## src/i2p_pkg.sv

```systemverilog
`timescale 1ns / 1ps

package i2p_pkg;

  // Default operator stack depth
  localparam int unsigned DefStackDepth = 16;

  // ASCII characters the block recognizes
  localparam logic [7:0] ChPlus   = 8'h2B;
  localparam logic [7:0] ChMinus  = 8'h2D;
  localparam logic [7:0] ChStar   = 8'h2A;
  localparam logic [7:0] ChSlash  = 8'h2F;
  localparam logic [7:0] ChCaret  = 8'h5E;
  localparam logic [7:0] ChOpen   = 8'h28;
  localparam logic [7:0] ChClose  = 8'h29;
  localparam logic [7:0] ChSpace  = 8'h20;
  localparam logic [7:0] ChZero   = 8'h30;
  localparam logic [7:0] ChNine   = 8'h39;
  localparam logic [7:0] ChTab    = 8'h09;
  localparam logic [7:0] ChCr     = 8'h0D;
  localparam logic [7:0] ChNul    = 8'h00;

  // Stack entry codes
  typedef enum logic [2:0] {
    OP_OPEN = 3'd0,
    OP_ADD  = 3'd1,
    OP_SUB  = 3'd2,
    OP_MUL  = 3'd3,
    OP_DIV  = 3'd4,
    OP_POW  = 3'd5
  } op_e;

  typedef enum logic [1:0] {
    ERR_NONE     = 2'd0,
    ERR_PAREN    = 2'd1,
    ERR_CHAR     = 2'd2,
    ERR_OVERFLOW = 2'd3
  } err_e;

  // Character class of the held item
  typedef enum logic [2:0] {
    KIND_DIGIT,
    KIND_END,
    KIND_OPEN,
    KIND_CLOSE,
    KIND_OP,
    KIND_BLANK,
    KIND_BAD
  } kind_e;

  // Next stack action for the held item
  typedef enum logic [2:0] {
    ACT_POP,
    ACT_PUSH,
    ACT_DROP,
    ACT_NONE,
    ACT_TERM,
    ACT_FAIL
  } act_e;

  // Source of an emitted character
  typedef enum logic [1:0] {
    SEL_SYMBOL,
    SEL_SPACE,
    SEL_TOP,
    SEL_NUL
  } sel_e;

  typedef enum logic [2:0] {
    ST_IDLE,
    ST_DECODE,
    ST_SPACE,
    ST_WORK,
    ST_OPSPACE
  } state_e;

  typedef struct packed {
    logic [7:0] symbol;
    logic       end_of_expr;
  } in_item_t;

  typedef struct packed {
    logic [7:0] out_char;
    logic       last_of_run;
    logic       expr_done;
    logic [1:0] error_code;
  } out_item_t;

  typedef struct packed {
    logic load;
    logic emit;
    sel_e sel;
    logic last;
    logic push;
    logic pop;
    logic fail;
    logic set_num;
    logic clr_num;
    logic clr_disc;
  } ctrl_cmd_t;

  typedef struct packed {
    kind_e kind;
    act_e  act;
    logic  discarding;
    logic  in_number;
    logic  out_free;
  } dp_status_t;

  function automatic logic [1:0] op_prec(op_e op);
    logic [1:0] p;
    case (op)
      OP_ADD, OP_SUB: p = 2'd1;
      OP_MUL, OP_DIV: p = 2'd2;
      OP_POW:         p = 2'd3;
      default:        p = 2'd0;
    endcase
    return p;
  endfunction

  function automatic logic [7:0] op_char(op_e op);
    logic [7:0] c;
    case (op)
      OP_OPEN: c = ChOpen;
      OP_ADD:  c = ChPlus;
      OP_SUB:  c = ChMinus;
      OP_MUL:  c = ChStar;
      OP_DIV:  c = ChSlash;
      OP_POW:  c = ChCaret;
      default: c = ChNul;
    endcase
    return c;
  endfunction

endpackage

```

## src/i2p_ctrl.sv

```systemverilog
`timescale 1ns / 1ps

module i2p_ctrl (
  input  logic                  clk_i,
  input  logic                  rst_ni,
  input  logic                  in_valid_i,
  output logic                  in_ready_o,
  input  i2p_pkg::dp_status_t   status_i,
  output i2p_pkg::ctrl_cmd_t    cmd_o
);

  i2p_pkg::state_e state_q, state_d;
  logic            quiet;

  // A space is the last result when the following stack action emits nothing
  assign quiet = (status_i.act == i2p_pkg::ACT_PUSH) ||
                 (status_i.act == i2p_pkg::ACT_DROP) ||
                 (status_i.act == i2p_pkg::ACT_NONE);

  // Hold state
  always_ff @(posedge clk_i or negedge rst_ni) begin
    if (!rst_ni) begin
      state_q <= i2p_pkg::ST_IDLE;
    end else begin
      state_q <= state_d;
    end
  end

  // Sequence one item through decode, closing space and stack work
  always_comb begin
    state_d    = state_q;
    cmd_o      = '0;
    in_ready_o = 1'b0;
    case (state_q)
      i2p_pkg::ST_IDLE: begin
        in_ready_o = 1'b1;
        if (in_valid_i) begin
          cmd_o.load = 1'b1;
          state_d    = i2p_pkg::ST_DECODE;
        end
      end
      i2p_pkg::ST_DECODE: begin
        if (status_i.discarding) begin
          cmd_o.clr_disc = (status_i.kind == i2p_pkg::KIND_END);
          state_d        = i2p_pkg::ST_IDLE;
        end else if (status_i.kind == i2p_pkg::KIND_DIGIT) begin
          if (status_i.out_free) begin
            cmd_o.emit    = 1'b1;
            cmd_o.sel     = i2p_pkg::SEL_SYMBOL;
            cmd_o.last    = 1'b1;
            cmd_o.set_num = 1'b1;
            state_d       = i2p_pkg::ST_IDLE;
          end
        end else if (status_i.in_number) begin
          state_d = i2p_pkg::ST_SPACE;
        end else begin
          state_d = i2p_pkg::ST_WORK;
        end
      end
      i2p_pkg::ST_SPACE: begin
        if (status_i.out_free) begin
          cmd_o.emit    = 1'b1;
          cmd_o.sel     = i2p_pkg::SEL_SPACE;
          cmd_o.last    = quiet;
          cmd_o.clr_num = 1'b1;
          state_d       = i2p_pkg::ST_WORK;
        end
      end
      i2p_pkg::ST_WORK: begin
        case (status_i.act)
          i2p_pkg::ACT_POP: begin
            if (status_i.out_free) begin
              cmd_o.emit = 1'b1;
              cmd_o.sel  = i2p_pkg::SEL_TOP;
              cmd_o.pop  = 1'b1;
              state_d    = i2p_pkg::ST_OPSPACE;
            end
          end
          i2p_pkg::ACT_PUSH: begin
            cmd_o.push = 1'b1;
            state_d    = i2p_pkg::ST_IDLE;
          end
          i2p_pkg::ACT_DROP: begin
            cmd_o.pop = 1'b1;
            state_d   = i2p_pkg::ST_IDLE;
          end
          i2p_pkg::ACT_TERM: begin
            if (status_i.out_free) begin
              cmd_o.emit = 1'b1;
              cmd_o.sel  = i2p_pkg::SEL_NUL;
              cmd_o.last = 1'b1;
              state_d    = i2p_pkg::ST_IDLE;
            end
          end
          i2p_pkg::ACT_FAIL: begin
            if (status_i.out_free) begin
              cmd_o.emit = 1'b1;
              cmd_o.sel  = i2p_pkg::SEL_NUL;
              cmd_o.last = 1'b1;
              cmd_o.fail = 1'b1;
              state_d    = i2p_pkg::ST_IDLE;
            end
          end
          default: begin
            state_d = i2p_pkg::ST_IDLE;
          end
        endcase
      end
      i2p_pkg::ST_OPSPACE: begin
        if (status_i.out_free) begin
          cmd_o.emit = 1'b1;
          cmd_o.sel  = i2p_pkg::SEL_SPACE;
          cmd_o.last = quiet;
          state_d    = i2p_pkg::ST_WORK;
        end
      end
      default: begin
        state_d = i2p_pkg::ST_IDLE;
      end
    endcase
  end

endmodule

```

## src/i2p_datapath.sv

```systemverilog
`timescale 1ns / 1ps

module i2p_datapath #(
  parameter int unsigned STACK_DEPTH = i2p_pkg::DefStackDepth
) (
  input  logic                 clk_i,
  input  logic                 rst_ni,
  input  i2p_pkg::in_item_t    in_item_i,
  input  i2p_pkg::ctrl_cmd_t   cmd_i,
  output i2p_pkg::dp_status_t  status_o,
  output logic                 out_valid_o,
  input  logic                 out_ready_i,
  output i2p_pkg::out_item_t   out_item_o
);

  localparam int unsigned IdxW = $clog2(STACK_DEPTH);
  localparam int unsigned CntW = $clog2(STACK_DEPTH + 1);

  i2p_pkg::in_item_t  item_q;
  i2p_pkg::op_e       stack_q [STACK_DEPTH];
  logic [CntW-1:0]    count_q, count_d;
  logic               in_number_q, in_number_d;
  logic               discarding_q, discarding_d;
  logic               out_valid_q, out_valid_d;
  i2p_pkg::out_item_t out_q;

  i2p_pkg::kind_e     kind;
  i2p_pkg::op_e       in_op;
  i2p_pkg::op_e       push_code;
  i2p_pkg::op_e       top;
  i2p_pkg::act_e      act;
  i2p_pkg::err_e      act_err;
  logic [IdxW-1:0]    top_idx;
  logic               has_top;
  logic               top_open;
  logic               full;
  logic               out_free;

  // Classify the held character
  always_comb begin
    in_op = i2p_pkg::OP_ADD;
    if (item_q.end_of_expr) begin
      kind = i2p_pkg::KIND_END;
    end else if (item_q.symbol >= i2p_pkg::ChZero && item_q.symbol <= i2p_pkg::ChNine) begin
      kind = i2p_pkg::KIND_DIGIT;
    end else if (item_q.symbol == i2p_pkg::ChSpace ||
                 (item_q.symbol >= i2p_pkg::ChTab && item_q.symbol <= i2p_pkg::ChCr)) begin
      kind = i2p_pkg::KIND_BLANK;
    end else begin
      case (item_q.symbol)
        i2p_pkg::ChOpen:  kind = i2p_pkg::KIND_OPEN;
        i2p_pkg::ChClose: kind = i2p_pkg::KIND_CLOSE;
        i2p_pkg::ChPlus: begin
          kind  = i2p_pkg::KIND_OP;
          in_op = i2p_pkg::OP_ADD;
        end
        i2p_pkg::ChMinus: begin
          kind  = i2p_pkg::KIND_OP;
          in_op = i2p_pkg::OP_SUB;
        end
        i2p_pkg::ChStar: begin
          kind  = i2p_pkg::KIND_OP;
          in_op = i2p_pkg::OP_MUL;
        end
        i2p_pkg::ChSlash: begin
          kind  = i2p_pkg::KIND_OP;
          in_op = i2p_pkg::OP_DIV;
        end
        i2p_pkg::ChCaret: begin
          kind  = i2p_pkg::KIND_OP;
          in_op = i2p_pkg::OP_POW;
        end
        default: kind = i2p_pkg::KIND_BAD;
      endcase
    end
  end

  assign push_code = (kind == i2p_pkg::KIND_OPEN) ? i2p_pkg::OP_OPEN : in_op;

  // Read the top of stack
  assign top_idx  = IdxW'(count_q - CntW'(1));
  assign top      = stack_q[top_idx];
  assign has_top  = (count_q != '0);
  assign top_open = has_top && (top == i2p_pkg::OP_OPEN);
  assign full     = (count_q == CntW'(STACK_DEPTH));

  // Pick the next stack action
  always_comb begin
    act     = i2p_pkg::ACT_NONE;
    act_err = i2p_pkg::ERR_NONE;
    case (kind)
      i2p_pkg::KIND_END: begin
        if (!has_top) begin
          act = i2p_pkg::ACT_TERM;
        end else if (top_open) begin
          act     = i2p_pkg::ACT_FAIL;
          act_err = i2p_pkg::ERR_PAREN;
        end else begin
          act = i2p_pkg::ACT_POP;
        end
      end
      i2p_pkg::KIND_OPEN: begin
        if (full) begin
          act     = i2p_pkg::ACT_FAIL;
          act_err = i2p_pkg::ERR_OVERFLOW;
        end else begin
          act = i2p_pkg::ACT_PUSH;
        end
      end
      i2p_pkg::KIND_CLOSE: begin
        if (!has_top) begin
          act     = i2p_pkg::ACT_FAIL;
          act_err = i2p_pkg::ERR_PAREN;
        end else if (top_open) begin
          act = i2p_pkg::ACT_DROP;
        end else begin
          act = i2p_pkg::ACT_POP;
        end
      end
      i2p_pkg::KIND_OP: begin
        if (has_top && !top_open &&
            (i2p_pkg::op_prec(top) >= i2p_pkg::op_prec(in_op))) begin
          act = i2p_pkg::ACT_POP;
        end else if (full) begin
          act     = i2p_pkg::ACT_FAIL;
          act_err = i2p_pkg::ERR_OVERFLOW;
        end else begin
          act = i2p_pkg::ACT_PUSH;
        end
      end
      i2p_pkg::KIND_BAD: begin
        act     = i2p_pkg::ACT_FAIL;
        act_err = i2p_pkg::ERR_CHAR;
      end
      default: act = i2p_pkg::ACT_NONE;
    endcase
  end

  // Latch the accepted item
  always_ff @(posedge clk_i) begin
    if (cmd_i.load) begin
      item_q <= in_item_i;
    end
  end

  // Write the stack entry at the fill level
  always_ff @(posedge clk_i) begin
    if (cmd_i.push) begin
      stack_q[count_q[IdxW-1:0]] <= push_code;
    end
  end

  // Advance count and flags
  always_comb begin
    count_d      = count_q;
    in_number_d  = in_number_q;
    discarding_d = discarding_q;
    if (cmd_i.fail) begin
      count_d      = '0;
      in_number_d  = 1'b0;
      discarding_d = 1'b1;
    end else begin
      if (cmd_i.push) begin
        count_d = count_q + CntW'(1);
      end else if (cmd_i.pop) begin
        count_d = count_q - CntW'(1);
      end
      if (cmd_i.set_num) begin
        in_number_d = 1'b1;
      end else if (cmd_i.clr_num) begin
        in_number_d = 1'b0;
      end
      if (cmd_i.clr_disc) begin
        discarding_d = 1'b0;
      end
    end
  end

  always_ff @(posedge clk_i or negedge rst_ni) begin
    if (!rst_ni) begin
      count_q      <= '0;
      in_number_q  <= 1'b0;
      discarding_q <= 1'b0;
      out_valid_q  <= 1'b0;
    end else begin
      count_q      <= count_d;
      in_number_q  <= in_number_d;
      discarding_q <= discarding_d;
      out_valid_q  <= out_valid_d;
    end
  end

  // Output register: free once empty or being taken
  assign out_free = !out_valid_q || out_ready_i;

  always_comb begin
    out_valid_d = out_valid_q;
    if (cmd_i.emit) begin
      out_valid_d = 1'b1;
    end else if (out_ready_i) begin
      out_valid_d = 1'b0;
    end
  end

  always_ff @(posedge clk_i) begin
    if (cmd_i.emit) begin
      case (cmd_i.sel)
        i2p_pkg::SEL_SYMBOL: out_q.out_char <= item_q.symbol;
        i2p_pkg::SEL_SPACE:  out_q.out_char <= i2p_pkg::ChSpace;
        i2p_pkg::SEL_TOP:    out_q.out_char <= i2p_pkg::op_char(top);
        default:             out_q.out_char <= i2p_pkg::ChNul;
      endcase
      out_q.last_of_run <= cmd_i.last;
      out_q.expr_done   <= (cmd_i.sel == i2p_pkg::SEL_NUL);
      out_q.error_code  <= (cmd_i.sel == i2p_pkg::SEL_NUL) ? act_err : i2p_pkg::ERR_NONE;
    end
  end

  assign out_valid_o = out_valid_q;
  assign out_item_o  = out_q;

  assign status_o.kind       = kind;
  assign status_o.act        = act;
  assign status_o.discarding = discarding_q;
  assign status_o.in_number  = in_number_q;
  assign status_o.out_free   = out_free;

endmodule

```

## src/infix_to_postfix_converter.sv

```systemverilog
`timescale 1ns / 1ps

// Streaming infix-to-postfix converter (shunting-yard).
// Input channel in_valid_i/in_ready_o carries one item: an ASCII symbol, or
// an end-of-expression marker. Output channel out_valid_o/out_ready_i carries
// postfix characters; last_of_run flags the final result of an item, and
// expr_done with error_code closes the expression (NUL terminator or error).
// An item is taken in the idle state and decoded in the next cycle. A digit
// leaves from the decode state once the output register is free. Other items
// go on to the stack work state, through a closing space first when a digit
// run ends; each popped operator gives its character, then a space, all
// serialized through the single output register. An item that ends in a
// push, a drop or no stack action gives no result in stack work. An item
// dropped while discarding returns to idle from decode. The next item is
// accepted in the cycle after the sequencer finishes, even while the last
// result still waits to be taken; no new item is taken while one is in work.
// Reset clears the stack fill level, the digit-run flag, the discard flag and
// the output valid; stack entries need no clearing.
module infix_to_postfix_converter #(
  parameter int unsigned STACK_DEPTH = i2p_pkg::DefStackDepth
) (
  input  logic               clk_i,
  input  logic               rst_ni,
  input  logic               in_valid_i,
  output logic               in_ready_o,
  input  i2p_pkg::in_item_t  in_item_i,
  output logic               out_valid_o,
  input  logic               out_ready_i,
  output i2p_pkg::out_item_t out_item_o
);

  i2p_pkg::ctrl_cmd_t  cmd;
  i2p_pkg::dp_status_t status;

  i2p_ctrl u_ctrl (
    .clk_i      (clk_i),
    .rst_ni     (rst_ni),
    .in_valid_i (in_valid_i),
    .in_ready_o (in_ready_o),
    .status_i   (status),
    .cmd_o      (cmd)
  );

  i2p_datapath #(
    .STACK_DEPTH (STACK_DEPTH)
  ) u_datapath (
    .clk_i       (clk_i),
    .rst_ni      (rst_ni),
    .in_item_i   (in_item_i),
    .cmd_i       (cmd),
    .status_o    (status),
    .out_valid_o (out_valid_o),
    .out_ready_i (out_ready_i),
    .out_item_o  (out_item_o)
  );

  // Never overwrite a result that has not been taken
  assert property (@(posedge clk_i) disable iff (!rst_ni)
    cmd.emit |-> (!out_valid_o || out_ready_i))
    else $error("result emitted over a pending result");

  // Stack changes are exclusive
  assert property (@(posedge clk_i) disable iff (!rst_ni)
    $onehot0({cmd.push, cmd.pop, cmd.fail}))
    else $error("conflicting stack commands");

  // A closing result is always the last of its item
  assert property (@(posedge clk_i) disable iff (!rst_ni)
    (out_valid_o && out_item_o.expr_done) |-> out_item_o.last_of_run)
    else $error("expression closed before last result");

  // Error codes only ride on a NUL closing result
  assert property (@(posedge clk_i) disable iff (!rst_ni)
    (out_valid_o && (out_item_o.error_code != i2p_pkg::ERR_NONE)) |->
      (out_item_o.expr_done && (out_item_o.out_char == i2p_pkg::ChNul)))
    else $error("error code on an ordinary result");

endmodule

```

## config.mk

```make
export PLATFORM = sky130hd
export DESIGN_NAME = infix_to_postfix_converter
export DESIGN_NICKNAME = d
export VERILOG_FILES = /design/src/i2p_pkg.sv /design/src/i2p_ctrl.sv /design/src/i2p_datapath.sv /design/src/infix_to_postfix_converter.sv
export SDC_FILE = /design/constraint.sdc
export NUM_CORES = 1
export LEC_CHECK = 0
export ABC_AREA = 1
export ABC_CLOCK_PERIOD_IN_PS = 4300
export CORE_ASPECT_RATIO = 0.5
export CORE_MARGIN = 4
export CORE_UTILIZATION = 40
export DETAILED_ROUTE_END_ITERATION = 10
export DONT_BUFFER_PORTS = 1
export HOLD_SLACK_MARGIN = 0.06
export PLACE_DENSITY = 0.5
export SLEW_MARGIN = 20
export SYNTH_ARGS = -nofsm -noshare
export SYNTH_HDL_FRONTEND = slang
export SYNTH_SLANG_ARGS = --single-unit
```

## constraint.sdc

```tcl
create_clock -name clk_i -period 4.3 [get_ports clk_i]
set_input_delay 0.43 -clock clk_i [delete_from_list [all_inputs] [get_ports clk_i]]
set_output_delay 0.43 -clock clk_i [all_outputs]
set_load 0.005 [all_outputs]
```

==> flow_summary.json, run 1 <==
{
  "outcome": "completed",
  "ys.flop_type": "edfxtp_1",
  "endpoint_kind": "flip-flop",
  "wirelength_microns": 10380,
  "hold_path_end": "u_datapath.item_q[0]$_DFFE_PP_",
  "cts_made_buffers": 9,
  "powerDensity_nw_per_um2": 829.9,
  "worst_clock_skew_ns": 0.007502,
  "worst-path-max-fanout": 12,
  "r2r_slack_ns": 0.46,
  "grt_max_degree": 29,
  "syn-cell-area_sq_um": 4453,
  "rows": 26,
  "nFillCells": 1024,
  "path_clk_slew_ns": 0.06,
  "finish.utilization": 0.4679,
  "final_cell_mix": "nand2_1, edfxtp_1, inv_1",
  "worstMarginPinSlew_ns": 0.7572,
  "cap_violations": 0,
  "firstDrtPassIters": 4,
  "hold_viol_final": 0,
  "ys_seq_area_frac": 0.5271,
  "grt_remaining_overflow": 0,
  "maxSlewViolCount": 0,
  "core_sq_um": 10540,
  "fmaxAchievable_mhz": 260.5,
  "antenna_found_initial": 0,
  "finalSetupTns_ns": 0,
  "dp_hpwl_microns": 7428,
  "ys_ff_latch": 80,
  "routabilityCongestion": 0.8389,
  "nNetsFinal": 520,
  "cts.sinks": 80,
  "grt_usage": 0.1753,
  "wl_per_cell_microns": 16.10,
  "avgViaCountPerCell": 4.950,
  "setup_viol": 0,
  "cts_setup_buffers": 0,
  "syn_area_per_cell_sq_um": 9.069,
  "cts.path.max_buffers": 2,
  "rsz0062_at_grt": "false",
  "grt_first_pass_wirelength_microns": 17240,
  "antennaDiodeCount": 0,
  "vias": 3193,
  "yosys_warnings": 0,
  "worst_skew_pair.late_latency_ns": 0.34,
  "final.min_clock_period_ns": 3.839,
  "layout_commonest_cell": "nand2_1",
  "htree_levels": 3,
  "syn-num-nets": 511,
  "ys_types": 38,
  "cp.arrival_ns": 3.85,
  "critical_path_class": "reg -> reg",
  "grt_pass1_vias": 3176,
  "synth_cells": 491,
  "reg2reg_from": "u_datapath.count_q[1]$_DFFE_PN0P_",
  "drt_iter0_drc": 224,
  "relSlewSlack": 0.4933,
  "antenna_left": 0,
  "hold_start": "in_item_i[0]",
  "cts_root_buf": "clkbuf_16",
  "fin_crit_sh": 0.8928,
  "reg2regPathDepth": 24,
  "cts_tree": "yes",
  "area_growth_pct": 10.76,
  "totalPowerFinal_uw": 4093,
  "hold_path.class": "in -> reg",
  "drc": 0,
  "async_flop_share": 0.1375,
  "io_pins": 27,
  "drive_gt1_frac": 0.1604,
  "timing.rr.end": "u_datapath.stack_q[8][0]$_DFFE_PP_",
  "initial_core_util": 0.4225,
  "dieHeight_microns": 82.61,
  "crit_required_ns": 4.31,
  "p_leak_uw": 0.002129,
  "hold_depth": 0,
  "die_area_sq_um": 12990,
  "die_w_microns": 157.2,
  "synth-edff-count": 69,
  "portBuffers": 0,
  "peakVddDrop_mv": 0.3718,
  "crit_path_start_kind": "flip-flop"
}
[kinds of logic (layout without fill, tap and decap cells)]
| kind of cell | count (synthesis) | after routing | synth area share |
|---|---|---|---|
| AOI/OAI and AO/OA | 31 | 31 | 0.04159 |
| xor gates and xnor gates | 6 | 6 | 0.01518 |
| adders and majority gates | 7 | 7 | 0.01967 |
| buffers and inverters | 75 | 89 | 0.07333 |
| DFF | 80 | 80 | 0.5271 |
| and+or+nand+nor | 292 | 292 | 0.3231 |
[cells in the mapped netlist (5+ instances only)]
library cell	instances	area, sq um
nand2_1	129	484.2
edfxtp_1	69	2072
inv_1	52	195.2
nand3_1	49	245.2
nor2_1	49	183.9
nand4_1	12	75.07
dfrtp_1	11	275.3
inv_2	11	41.29
nand3_2	11	110.1
nor3_1	10	50.05
nand2_2	9	56.30
o21ai_0	9	45.04
a21oi_1	8	40.04
ha_1	7	87.58
nand2_4	7	78.83
nor2_2	5	31.28
o21ai_1	5	25.02
[where the power goes]
group,internal (uW),total (uW),switching [uW]
Sequential,1030,1160,128
Clock,512,832,320
Combinational,656,2100,1440
Total,2200,4090,1890
[registers in the layout, summed over array words and instances (netlist names)]
name and count:
u_datapath.in_number_q 1, u_datapath.count_q 5, u_datapath.discarding_q 1, u_datapath.out_valid_o 1, u_datapath.out_item_o 12, u_datapath.stack_q 48
u_datapath.item_q 9, u_ctrl.state_q 3
[timing repair]
item / 4_1_cts / 5_1_grt
gates resized for setup: 0 / 1
endpoints found under the hold margin: 11 / 0
endpoints found under the setup margin: 0 / 12
hold buffers: 1 / 0
[layer usage]
layer	global-route usage	vias up	wire, microns
li1	-	1644	-
met1	0.2480	1464	5261
met2	0.2621	73	4348
met3	0.05830	12	682
met4	0.04034	0	91
met5	0	-	0
[critical path, stage by stage (launching register included)]
cell      delay, ns
dfrtp_1        0.41
inv_1          0.12
ha_1           0.30
inv_1          0.29
nand3_1        0.15
nand3_1        0.11
nand3_1        0.07
nand2_1        0.14
inv_2          0.07
nor2_2         0.10
nor2_1         0.05
inv_1          0.07
nand2_1        0.06
ha_1           0.28
o21ai_0        0.16
nand2_1        0.08
nand3_2        0.09
nand2_2        0.07
nand3_4        0.10
inv_2          0.06
nor2_2         0.09
nand2_2        0.11
clkinv_2       0.13
nand2_2        0.10
nor2_1         0.29
[through the flow]
| step | cells | hold WS (ns) | area, sq um | setup slack [ns] |
|---|---|---|---|---|
| floorplan | 491 | 0.1344 | 4453 | 0.6052 |
| detailed placement | 628 | 0.1348 | 4601 | 0.4285 |
| global placement | 628 | 0.1348 | 4601 | 0.5152 |
| global route | 645 | 0.1685 | 4932 | 0.04440 |
| CTS | 645 | 0.1715 | 4930 | 0.3908 |
| finish | 645 | 0.1804 | 4932 | 0.4608 |
[worst max path at each step]
stage	to	slack, ns	cells after the start	from
6_report	u_datapath.stack_q[8][0]$_DFFE_PP_	0.46	24	u_datapath.count_q[1]$_DFFE_PN0P_
5_1_grt	u_datapath.stack_q[8][1]$_DFFE_PP_	0.04	24	u_datapath.count_q[1]$_DFFE_PN0P_
2_1_floorplan	u_datapath.out_item_o[0]$_SDFFCE_PN0P_	0.61	25	u_datapath.count_q[0]$_DFFE_PN0P_
3_3_place_gp	u_datapath.out_item_o[10]$_DFFE_PP_	0.52	21	u_datapath.count_q[1]$_DFFE_PN0P_
3_5_place_dp	u_datapath.out_item_o[3]$_DFFE_PP_	0.43	24	u_datapath.count_q[1]$_DFFE_PN0P_
4_1_cts	u_datapath.out_item_o[1]$_SDFFCE_PN0P_	0.39	24	u_datapath.count_q[1]$_DFFE_PN0P_
[layout make-up]
| cell class | instances | area, sq um | share of cell area |
|---|---|---|---|
| sequential | 80 | 2347 | 0.4759 |
| multi-input combinational | 336 | 1782 | 0.3612 |
| inverter | 66 | 254.0 | 0.05150 |
| clock buffer | 10 | 229.0 | 0.04642 |
| tap | 140 | 175.2 | 0.03551 |
| clock inverter | 6 | 90.09 | 0.01826 |
| timing repair buffer | 7 | 55.05 | 0.01116 |
Power figures use the tool's default switching activity.
==> inputs of run 2 (changes only) <==
BUFFER_PORTS_ARGS = -buffer_cell sky130_fd_sc_hd__buf_2   (was not set)
CORE_UTILIZATION = 30   (was 40)
DONT_BUFFER_PORTS = not set   (was 1)
PLACE_DENSITY = 0.41   (was 0.5)
==> flow_summary.json, run 2 (synthesis results as in run 1) <==
{
  "grt_first_pass_wirelength_microns": 17510,
  "worst_skew_pair.late_latency_ns": 0.34,
  "post_dp_cell_area_sq_um": 4823,
  "reg2regPathDepth": 24,
  "largest_register_ffs": 48,
  "hold_start": "in_item_i[0]",
  "portBuffers": 26,
  "worst_clock_skew_ns": 0.007061,
  "die_area_sq_um": 16980,
  "grt_usage": 0.1350,
  "dp_hpwl_microns": 8112,
  "powerDensity_nw_per_um2": 792.5,
  "crit_path_start_kind": "flip-flop",
  "wirelength_microns": 10900,
  "antenna_found_initial": 0,
  "hold_path_end": "u_datapath.item_q[0]$_DFFE_PP_",
  "critical_path_class": "reg -> reg",
  "reg2reg_from": "u_datapath.count_q[1]$_DFFE_PN0P_",
  "layout_setup_ws_ns": 0.5067,
  "vias": 3195,
  "final.min_clock_period_ns": 3.793,
  "rsz0062_at_grt": "false",
  "cts.sinks": 80,
  "fmaxAchievable_mhz": 263.6,
  "avgViaCountPerCell": 4.383,
  "cts_tree": "yes",
  "relSlewSlack": 0.5030,
  "maxSlewViolCount": 0,
  "p_leak_uw": 0.002216,
  "wl_per_cell_microns": 14.95,
  "fin_crit_sh": 0.8822,
  "finish.utilization": 0.3514,
  "setup_viol": 0,
  "rows": 31,
  "antenna_left": 0,
  "drc": 0,
  "worst-path-max-fanout": 12,
  "cts_made_buffers": 9,
  "routabilityCongestion": 0.8411,
  "place_ws_ns": 0.5082,
  "die_w_microns": 180.3,
  "area_growth_pct": 14.47,
  "cp.arrival_ns": 3.80,
  "cap_violations": 0,
  "grt_remaining_overflow": 0,
  "drt_iter0_drc": 130,
  "peakVddDrop_mv": 0.3501,
  "cts_setup_buffers": 0,
  "htree_levels": 3,
  "cts.path.max_buffers": 2,
  "r2r_slack_ns": 0.51,
  "final_cell_mix": "nand2_1, edfxtp_1, inv_1",
  "nNetsFinal": 547,
  "crit_required_ns": 4.30,
  "endpoint_kind": "flip-flop",
  "antennaDiodeCount": 0,
  "finalSetupTns_ns": 0,
  "path_clk_slew_ns": 0.06,
  "initial_core_util": 0.3070,
  "worstMarginPinSlew_ns": 0.7427,
  "outcome": "completed",
  "timing.rr.end": "u_datapath.stack_q[11][0]$_DFFE_PP_",
  "firstDrtPassIters": 5,
  "fin_cells": 729,
  "cts_root_buf": "clkbuf_16",
  "drive_gt1_frac": 0.2015,
  "dp.cells": 713,
  "layout_commonest_cell": "nand2_1",
  "hold_path.class": "in -> reg",
  "dieHeight_microns": 94.15,
  "hold_depth": 1,
  "hold_viol_final": 0,
  "final_area_sq_um": 5097,
  "core_sq_um": 14510,
  "grt_max_degree": 29,
  "grt_pass1_vias": 3153,
  "io_pins": 27
}
-- run 2: cell types whose count changed in the layout (fill, tap and decap cells not counted) --
cell and delta:
buf_2 +26, bufinv_16 -2, clkinv_2 +2, inv_6 -2
buf_12 +1, clkinv_1 -1, clkinv_4 +1, clkinvlp_4 +1
nand2_1 +1, nand2_2 -1
-- run 2: power breakdown --
group / switching (uW) / internal (uW)
clock network: 297 / 387
registers: 109 / 1030
logic: 1470 / 739
-- run 2: worst max-delay path by stage --
stage,from,end,cells after the start
floorplan,u_datapath.count_q[0]$_DFFE_PN0P_,u_datapath.out_item_o[0]$_SDFFCE_PN0P_,25
global placement,u_datapath.count_q[1]$_DFFE_PN0P_,u_datapath.stack_q[9][1]$_DFFE_PP_,24
detailed placement,u_datapath.count_q[1]$_DFFE_PN0P_,u_datapath.stack_q[11][2]$_DFFE_PP_,24
CTS,u_datapath.count_q[1]$_DFFE_PN0P_,u_datapath.stack_q[11][1]$_DFFE_PP_,24
global route,u_datapath.count_q[1]$_DFFE_PN0P_,u_datapath.stack_q[12][0]$_DFFE_PP_,24
finish,u_datapath.count_q[1]$_DFFE_PN0P_,u_datapath.stack_q[11][0]$_DFFE_PP_,24
-- run 2: layer usage --
metal  track usage  routed length [microns]  up-vias  share of wire
met3       0.03480                      329        2          0.030
met4       0.03585                       29        0         0.0027
li1              -                        -     1695              -
met5             0                        0        -              0
met1        0.1963                     5788     1457           0.53
met2        0.1991                     4753       41           0.44
-- run 2: through the flow --
| step | hold WS, ns | power, uW |
|---|---|---|
| after floorplan | 0.1344 | 2769 |
| after global placement | 0.3187 | 3433 |
| after detailed placement | 0.3192 | 3375 |
| after CTS | 0.2446 | 4099 |
| after global routing | 0.2471 | 4427 |
| final | 0.2650 | 4039 |
-- run 2: layout make-up --
cell class,count,area [sq um]
sequential,80,2347
clock inverter,5,35.03
tap,198,247.7
multi-input combinational,336,1779
clock buffer,10,229.0
inverter,66,254.0
fill,1535,9409
timing repair buffer,34,205.2
-- run 2: worst max-delay path, stage by stage (launching register included) --
cell and delay, ns:
dfrtp_1 0.41, inv_1 0.12, ha_1 0.31, inv_1 0.28, nand3_1 0.13, nand3_1 0.10
nand3_1 0.09, nand2_1 0.14, inv_2 0.07, nor2_2 0.10, nor2_1 0.05, inv_1 0.07
nand2_1 0.06, ha_1 0.27, o21ai_0 0.15, nand2_1 0.08, nand3_2 0.10, nand2_2 0.06
nand3_4 0.10, inv_2 0.06, nor2_2 0.09, nand2_2 0.11, clkinv_2 0.14, nand2_2 0.10
nor2_1 0.28
-- run 2: what timing repair did --
action,in CTS,in global routing
hold endpoints to repair,11,0
hold buffers,1,0
resized for setup,0,0
==> inputs of run 3 (changes only) <==
SYNTH_HIERARCHICAL = 1   (was not set)
==> flow_summary.json, run 3 <==
{
  "post_dp_cell_area_sq_um": 4803,
  "syn-cell-area_sq_um": 4449,
  "syn-num-nets": 520,
  "fin_hold_ws_ns": 0.2624,
  "wirelength_microns": 10600,
  "final.min_clock_period_ns": 3.913,
  "worstMarginPinSlew_ns": 0.6744,
  "hold_start": "in_item_i[0]",
  "final_area_sq_um": 5226,
  "antenna_left": 0,
  "initial_core_util": 0.3067,
  "critical_path_class": "reg -> reg",
  "power.sequential.fraction": 0.272,
  "path_common_cell": "nand3_1",
  "crit_required_ns": 4.32,
  "drive_gt1_frac": 0.2189,
  "cts_made_buffers": 9,
  "reg2regPathDepth": 21,
  "dieHeight_microns": 94.12,
  "portBuffers": 26,
  "yosys_warnings": 6,
  "relSlewSlack": 0.5479,
  "drc": 0,
  "slowest_delay_ns": 0.40,
  "layout_commonest_cell": "nand2_1",
  "p_sw_uw": 1797,
  "routabilityCongestion": 0.8104,
  "cts_tree": "yes",
  "area_growth_pct": 17.46,
  "ys_seq_area_frac": 0.5276,
  "dp_hpwl_microns": 7753,
  "firstDrtPassIters": 4,
  "maxSlewViolCount": 0,
  "wl_per_cell_microns": 14.38,
  "hold_viol_final": 0,
  "peakVddDrop_mv": 0.2831,
  "synth_top_area_cell": "edfxtp_1",
  "r2r_slack_ns": 0.39,
  "avgViaCountPerCell": 4.491,
  "finalSetupTns_ns": 0,
  "drt_iter0_drc": 223,
  "die_w_microns": 180.2,
  "finish.utilization": 0.3603,
  "nFillCells": 1530,
  "final_cell_mix": "nand2_1, edfxtp_1, inv_1",
  "synth-edff-count": 69,
  "cap_violations": 0,
  "cp-startpoint": "u_datapath/count_q[1]$_DFFE_PN0P_",
  "cts_root_buf": "clkbuf_16",
  "worst_clock_skew_ns": 0.008328,
  "crit_path_start_kind": "flip-flop",
  "totalPowerFinal_uw": 4077,
  "synth_cells": 500,
  "ys_top_cells_by_area": "edfxtp_1, nand2_1, dfrtp_1",
  "synth.most_common_cell": "nand2_1",
  "cts_setup_buffers": 0,
  "vias": 3310,
  "ys_ff_latch": 80,
  "worst_skew_pair.late_latency_ns": 0.34,
  "outcome": "completed",
  "rsz0062_at_grt": "false",
  "cts.sinks": 80,
  "htree_levels": 3,
  "endpoint_kind": "flip-flop",
  "grt_pass1_vias": 3263,
  "powerDensity_nw_per_um2": 780.0,
  "cts.path.max_buffers": 2,
  "grt_max_degree": 29,
  "cp_slowest_cell": "dfrtp_1",
  "cp.arrival_ns": 3.93,
  "power_frac_comb": 0.511,
  "grt_usage": 0.1307,
  "met2_usage": 0.2029,
  "p_int_uw": 2279,
  "syn_area_per_cell_sq_um": 8.899,
  "grt_first_pass_wirelength_microns": 17330,
  "sw_frac_of_total": 0.4408,
  "path_clk_slew_ns": 0.06,
  "grt_remaining_overflow": 0,
  "timing.rr.end": "u_datapath/stack_q[0][2]$_DFFE_PP_",
  "core_sq_um": 14510,
  "reg2reg_from": "u_datapath/count_q[1]$_DFFE_PN0P_",
  "antennaDiodeCount": 0,
  "path_depth": 21,
  "worst-path-max-fanout": 9,
  "async_flop_share": 0.1375,
  "synthTopCellsByCount": "nand2_1, edfxtp_1, inv_1",
  "path_cells": "inv_2 > ha_4 > buf_4 > nand3_1 > nand3_1 > nand3_1 > nand2_2 > nand3_1 > nor2_2 > a21oi_1 > ha_1 > o21ai_0 > nand2_1 > nand3_2 > nand2_1 > nand4_1 > inv_1 > nor4_1 > buf_4 > nand2_1 > nor2_1",
  "fin_crit_sh": 0.9099,
  "ys_types": 38,
  "cp_top_family": "simple AND/OR/NAND/NOR gates",
  "met1_usage": 0.1814,
  "cp-endpoint": "u_datapath/stack_q[0][2]$_DFFE_PP_",
  "ys.flop_type": "edfxtp_1",
  "nNetsFinal": 554,
  "die_area_sq_um": 16960,
  "setup_viol": 0,
  "rows": 31,
  "p_leak_uw": 0.002286,
  "fmaxAchievable_mhz": 255.6,
  "pwr-share-clk": 0.217,
  "use_met3": 0.03248,
  "largest_register_ffs": 48,
  "top_usage_layer": "met2",
  "io_pins": 27,
  "hold_path.class": "in -> reg",
  "antenna_found_initial": 0,
  "critical_path_buf_inv_count": 4,
  "netlist.area_leader.share": 0.4657
}
## run 3: changes by cell type after synthesis, sizes merged, moves of 5 or more
cell	change
inv	+12
o21ai	+7
nor2	+9
nand2	-17
nand4	-5
## run 3: timing repair
item,CTS,global route
hold endpoints to repair,11,0
hold buffers,1,0
endpoints found under the setup margin,0,77
gates resized for setup,0,15
## run 3: area by class of cell
class,count,area [sq um],share of cell area
Timing Repair Buffer,39,234.0,0.04477
Clock buffer,10,229.0,0.04381
Multi-Input combinational cell,327,1759,0.3366
Tap cell,198,247.7,0.04740
Sequential cell,80,2347,0.4491
Inverter,77,294.0,0.05626
Clock inverter,6,115.1,0.02203
## run 3: logic make-up (layout without fill, tap and decap cells)
family,count (synthesis),count (layout),synth area share
xor gates and xnor gates,2,2,0.007314
AOI/OAI and AO/OA,40,40,0.05146
DFF,80,80,0.5276
and+or+nand+nor,278,278,0.3006
adders and majority gates,7,7,0.01968
buffers and inverters,93,132,0.09336
## run 3: power groups by stage
stage | Sequential (uW) | Combinational, uW | Clock, uW
2_1_floorplan | 1090 | 1550 | 0
3_3_place_gp | 1120 | 2030 | 0
3_5_place_dp | 1120 | 2010 | 0
4_1_cts | 1110 | 2010 | 909
5_1_grt | 1120 | 2350 | 947
6_report | 1110 | 2080 | 886
## run 3: worst min path at each step
stage / cells past startpoint / to
4_1_cts: 1 / u_datapath/item_q[0]$_DFFE_PP_
6_report: 1 / u_datapath/item_q[0]$_DFFE_PP_
3_5_place_dp: 1 / u_ctrl/state_q[0]$_DFFE_PN0P_
3_3_place_gp: 1 / u_ctrl/state_q[1]$_DFFE_PN0P_
2_1_floorplan: 0 / u_ctrl/state_q[0]$_DFFE_PN0P_
5_1_grt: 1 / u_datapath/item_q[7]$_DFFE_PP_
## run 3: per-layer routing
layer	up-vias	wire (microns)
met5	-	0
met4	0	166
met3	15	364
met2	47	4648
met1	1539	5416
li1	1709	-
## run 3: stage by stage
step	worst slack (ns)	std cells
2_1_floorplan	0.1375	500
3_3_place_gp	0.1022	720
3_5_place_dp	0.1073	720
4_1_cts	0.08045	737
5_1_grt	0.05004	737
6_report	0.3873	737
